`config.mk`:
```
export PLATFORM = sky130hd
export DESIGN_NAME = tsspr_addr_unit
export DESIGN_NICKNAME = d
export VERILOG_FILES = /design/src/hw/rtl/tsspr_pkg.sv /design/src/hw/rtl/tsspr_addr_unit.sv
export SDC_FILE = /design/constraint.sdc
export NUM_CORES = 1
export LEC_CHECK = 0
export ABC_AREA = 1
export BUFFER_PORTS_ARGS = -buffer_cell sky130_fd_sc_hd__clkbuf_2
export CAP_MARGIN = 20
export CORE_AREA = 2 2 39 41
export DETAILED_ROUTE_END_ITERATION = 10
export DIE_AREA = 0 0 41 43
export PLACE_DENSITY = 0.72
export SYNTH_ARGS = -nofsm -noshare
export SYNTH_HDL_FRONTEND = slang
export SYNTH_SLANG_ARGS = --single-unit
```
`constraint.sdc`:
```
create_clock -name vclk -period 1.2
set_input_delay 0.06 -clock vclk [all_inputs]
set_output_delay 0.06 -clock vclk [all_outputs]
set_load 0.02 [all_outputs]
```
`src/hw/rtl/tsspr_pkg.sv`:
```
// ----------------------------------------------------------------------------
// Two-stack swap/push/rotate engine: shared package
// Storage sizes, command codes, sequencer states and the memory port bundle.
// ----------------------------------------------------------------------------
package tsspr_pkg;

  localparam int unsigned DEPTH  = 512;
  localparam int unsigned AW     = $clog2(DEPTH);
  localparam int unsigned CW     = $clog2(DEPTH + 1);
  localparam int unsigned SW     = CW + 1;
  localparam int unsigned DATA_W = 32;
  localparam int unsigned SIZE_W = 10;

  typedef enum logic [3:0] {
    CMD_APPEND_A = 4'd0,
    CMD_SWAP_A   = 4'd1,
    CMD_SWAP_B   = 4'd2,
    CMD_MOVE_B_A = 4'd3,
    CMD_MOVE_A_B = 4'd4,
    CMD_ROT_A    = 4'd5,
    CMD_ROT_B    = 4'd6,
    CMD_RROT_A   = 4'd7,
    CMD_RROT_B   = 4'd8
  } cmd_e;

  typedef enum logic [1:0] {
    ST_APPLIED   = 2'd0,
    ST_NO_EFFECT = 2'd1,
    ST_FULL      = 2'd2
  } status_e;

  typedef enum logic [2:0] {
    OP_APPEND,
    OP_SWAP,
    OP_ROT_UP,
    OP_ROT_DN,
    OP_MOVE
  } op_e;

  typedef enum logic [2:0] {
    S_IDLE,
    S_ADDR0,
    S_ADDR1,
    S_ADDR2,
    S_WR0,
    S_WR1,
    S_TOP,
    S_DONE
  } state_e;

  typedef struct packed {
    logic              we;
    logic [AW-1:0]     waddr;
    logic [DATA_W-1:0] wdata;
    logic              re;
    logic [AW-1:0]     raddr;
  } mem_req_t;

endpackage

```
`src/hw/rtl/tsspr_addr_unit.sv`:
```
// ----------------------------------------------------------------------------
// Ring address unit
// Computes (base + offset) mod DEPTH with one add and one compare-subtract.
// ----------------------------------------------------------------------------
module tsspr_addr_unit (
  input  logic [tsspr_pkg::AW-1:0] base_i,
  input  logic [tsspr_pkg::CW-1:0] off_i,
  output logic [tsspr_pkg::AW-1:0] addr_o
);

  logic [tsspr_pkg::SW-1:0] sum;
  logic [tsspr_pkg::SW-1:0] sum_wrap;

  assign sum      = tsspr_pkg::SW'(base_i) + tsspr_pkg::SW'(off_i);
  assign sum_wrap = sum - tsspr_pkg::SW'(tsspr_pkg::DEPTH);
  assign addr_o   = (sum >= tsspr_pkg::SW'(tsspr_pkg::DEPTH)) ?
                    sum_wrap[tsspr_pkg::AW-1:0] : sum[tsspr_pkg::AW-1:0];

endmodule

```
==> reports/qor.csv, run 1 <==
metric,value,unit
Ant. Diodes,0,
setup TNS,-0.286,ns
Synth area leaders,"nand2_1, ha_1, inv_1, nand3_1, xnor2_4",
Storage cell area,0,um^2
"IR drop worst, VDD",0.325,mV
endpoints failing setup,3,
final hold violations,0,
Worst Tran Pin Value,0.212,ns
Hold Crit Class,input port to primary output,
Gate power share,1.000,
final worst slack,-0.120,ns
Min Hold Slack,0.450,ns
status,finished with violations,
CP cell instances,"buf_6, ha_4, fa_2, nand2_2, nand2_4, buf_4, nand2_2, xnor2_1, buf_4",
Worst setup startpoint,off_i[0],
Mapped Cells,71,
first-pass GRT wire length,1.66,mm
total leakage power,0.436,nW
hold path startpoint,base_i[0],
Worst slew margin,0.858,
Chip Height,43,um
Final min period,1.32,ns
grt ovf,0,
clock share of power,0,
Initial Utilization,0.301,
Hold Path Sink,addr_o[0],
IO Port Bufs,27,
clock buffers,0,
die width,41,um
initial antenna violation count,0,
final WL,1.09,mm
DIE AREA,1760,um^2
Ys Warns,0,
layout cells sized above 1,0.495,
Final nets,135,
synthesized area,417,um^2
post-DP HPWL,857,um
core area,1380,um^2
failing checks,negative setup slack,
vias post-DR,544,
library cells used by synthesis,13,
largest net degree at the start of global routing,5,
I/O pin count,28,
Iteration-0 DRC Markers,3,
Fill cells,127,
Worst path slowest cell,fa_2,
Final Max Tran Viols,0,
Fmax,758,MHz
Rows,14,
CP endpoint kind,primary output,
commonest cells in the netlist,"nand2_1, inv_1, ha_1",
Arrival @ worst endpoint,1.26,ns
GRT Total Usage,0.124,
cell accounting for the most synthesized area,nand2_1,
post-place setup slack,-0.225,ns
crit-path max cell delay,0.35,ns
total of max-cap violations,0,
antenna-violating nets left,0,
Area Growth Syn to Fin,86.5,%
Flop pwr share,0,
Net Sw Power,0.000241,W
"Design Area, Final",777,um^2
switch share,0.506,
Placed Area,617,um^2
Residual DRC,0,
post-synthesis sequential area ratio,0,
worst hold path depth,3,
Pre-Repair DR Iteration Count,3,
critical path peak fanout,3,
Power Density,613,nW/um^2
RSZ-0062 raised after global routing,true,
per-cell routed wire length,8.99,um
Pint,0.000235,W
flip-flop and latch count,0,
CP startpoint kind,input port,
final worst path period share,1.10,
WP data required,1.14,ns
fin util,0.561,
syn avg cell area,5.87,um^2
most frequent cell after synthesis,nand2_1,
Post-Syn Nets,99,
Yosys top cell area share,0.261,
vias per cell,4.50,
GP Congestion,0.779,
vias in the first global route,443,
critical path class,input port to primary output,
==> logic make-up after synthesis <==
kind of cell,count (synthesis),synth area share
and+or+nand+nor,44,0.450
xor gates and xnor gates,4,0.129
AOI/OAI and AO/OA,2,0.0240
adders and majority gates,9,0.288
buffers and inverters,12,0.108
==> repair_timing <==
item | CTS | global route
hold buffers | 0 | 0
gates resized for setup | 11 | 26
pin swaps | 5 | 7
setup buffers | 0 | 1
endpoints found under the hold margin | 0 | 0
setup endpoints to repair | 4 | 7
==> worst max path at each step <==
stage,end,cells past startpoint
2_1_floorplan,addr_o[8],7
3_3_place_gp,addr_o[6],9
3_5_place_dp,addr_o[8],9
4_1_cts,addr_o[6],10
5_1_grt,addr_o[6],10
6_report,addr_o[4],9
==> cells in the final DEF, fill, tap and decap left out, types with 3 or more instances in the layout <==
cell type / synthesis / routed
nor2_1: 4 / 4
nand2_2: 1 / 5
nand3_1: 6 / 4
buf_6: 0 / 3
buf_4: 0 / 11
clkbuf_2: 0 / 17
inv_1: 12 / 12
ha_1: 8 / 3
nand2_1: 29 / 24
ha_4: 0 / 5
==> critical path: cells and delay by family <==
kind,cells,cell delay [ns]
and+or+nand+nor,3,0.19
xor gates and xnor gates,1,0.11
buffers and inverters,3,0.39
adders and majority gates,2,0.50
==> layout make-up <==
cell class / count / area [um^2] / area share
inverter: 12 / 45.0 / 0.0580
timing repair buffer: 34 / 234 / 0.301
tap: 16 / 20.0 / 0.0258
multi-input combinational: 59 / 478 / 0.615
==> layer usage <==
layer,vias to the layer above,routed length (um),global-route usage
met5,-,0,0
met4,0,0,0
met3,0,45,0
met2,12,597,0.213
met1,239,445,0.178
li1,293,-,-
==> metrics by stage <==
stage | instances | total power [W]
after global routing | 121 | 0.000524
final | 121 | 0.000477
after CTS | 120 | 0.000404
after global placement | 120 | 0.000359
after detailed placement | 120 | 0.000367
after floorplan | 71 | 0.000237
==> power by group through the flow <==
stage,clock (W),combinational [W],sequential (W)
after detailed placement,0,0.000367,0
after global placement,0,0.000359,0
after global routing,0,0.000524,0
final,0,0.000477,0
after floorplan,0,0.000237,0
after CTS,0,0.000404,0
Note: power is estimated with default switching activity, not from simulation.
==> run 2: changes to the inputs <==
- RECOVER_POWER: default -> 100
==> run 2 against run 1 <==
  * Critical path depth did not move
  * Worst setup slack barely moved
  * Wire length did not move
  * The flow still finishes with violations (negative setup slack)
  * Sequential share of layout area did not move
  * Total power fell by 1.4%
==> reports/qor.csv, run 2 (same netlist as run 1, synthesis figures left out) <==
metric,value,unit
status,finished with violations,
failing checks,negative setup slack,
Chip Height,43,um
GP Congestion,0.779,
per-cell routed wire length,8.99,um
"commonest non-fill, non-tap cells in the layout","nand2_1, clkbuf_2, inv_1, buf_4",
Ant. Diodes,0,
Arrival @ worst endpoint,1.26,ns
Worst slew margin,0.834,
setup TNS,-0.286,ns
critical path peak fanout,3,
Worst Tran Pin Value,0.250,ns
grt ovf,0,
Initial Utilization,0.301,
CP startpoint kind,input port,
final WL,1.09,mm
largest net degree at the start of global routing,5,
final worst slack,-0.120,ns
GRT Total Usage,0.124,
first-pass GRT wire length,1.66,mm
initial antenna violation count,0,
Fmax,758,MHz
Placed Area,617,um^2
CP endpoint kind,primary output,
core area,1380,um^2
critical path class,input port to primary output,
"Design Area, Final",772,um^2
Final min period,1.32,ns
most common library cell in the layout ignoring fill and taps,nand2_1,
Iteration-0 DRC Markers,3,
Power Density,609,nW/um^2
vias post-DR,544,
final hold violations,0,
total leakage power,0.429,nW
Storage cell area,0,um^2
Residual DRC,0,
"IR drop worst, VDD",0.324,mV
Fill cells,128,
flip-flop and latch count,0,
Rows,14,
I/O pin count,28,
post-DP HPWL,857,um
IO Port Bufs,27,
DIE AREA,1760,um^2
vias per cell,4.50,
RSZ-0062 raised after global routing,true,
clock buffers,0,
Hold Crit Class,input port to primary output,
layout cells sized above 1,0.476,
Area Growth Syn to Fin,85.3,%
die width,41,um
endpoints failing setup,3,
vias in the first global route,443,
antenna-violating nets left,0,
final worst path period share,1.10,
Final Max Tran Viols,0,
Final nets,135,
total of max-cap violations,0,
WP data required,1.14,ns
Pre-Repair DR Iteration Count,3,
## run 2: cell count changes in the layout (fill, tap and decap cells not counted)
cell / before / now
clkbuf_1: 0 / 2
buf_2: 1 / 2
clkbuf_2: 17 / 15
buf_4: 11 / 10
## run 2: cell type report
type                            count  area (um^2)  share of cell area
Tap cell                           16         20.0              0.0259
Inverter                           12         45.0              0.0583
Timing Repair Buffer               34          229               0.297
Multi-Input combinational cell     59          478               0.619
## run 2: power by group
part / total, W / switching [W] / internal [W]
Combinational: 0.000470 / 0.000241 / 0.000229
Clock: 0 / 0 / 0
Sequential: 0 / 0 / 0
## run 2: path summary, 6_finish.rpt
check	startpoint	to	slack (ns)	cells past startpoint
hold / removal	base_i[0]	addr_o[0]	0.51	3
setup / recovery	off_i[0]	addr_o[4]	-0.12	9
## run 2: timing repair
item                       in CTS  in global routing
hold buffers                    0                  0
pin swaps                       5                  7
gates resized for setup        11                 26
buffers inserted                0                  1
setup endpoints to repair       4                  7
## run 2: per-stage QoR
stage / worst slack [ns] / hold slack (ns) / instances / utilization / total power [W]
6_report: -0.120 / 0.513 / 121 / 0.558 / 0.000470
3_5_place_dp: -0.225 / 0.460 / 120 / 0.446 / 0.000367
4_1_cts: -0.132 / 0.491 / 120 / 0.476 / 0.000404
2_1_floorplan: 0.00792 / 0.320 / 71 / - / 0.000237
5_1_grt: -0.204 / 0.521 / 121 / 0.558 / 0.000517
3_3_place_gp: -0.154 / 0.456 / 120 / 0.446 / 0.000359
## run 2: critical path: stages
cell and delay, ns:
buf_6 0.10, ha_4 0.15, fa_2 0.35, nand2_2 0.09, nand2_4 0.05, buf_4 0.13
nand2_2 0.05, xnor2_1 0.11, buf_4 0.16
## run 2: metal layers
layer / GRT usage / routed length [um] / vias up
met4: 0 / 0 / 0
li1: - / - / 293
met2: 0.213 / 596 / 12
met5: 0 / 0 / -
met3: 0 / 44 / 0
met1: 0.178 / 447 / 239
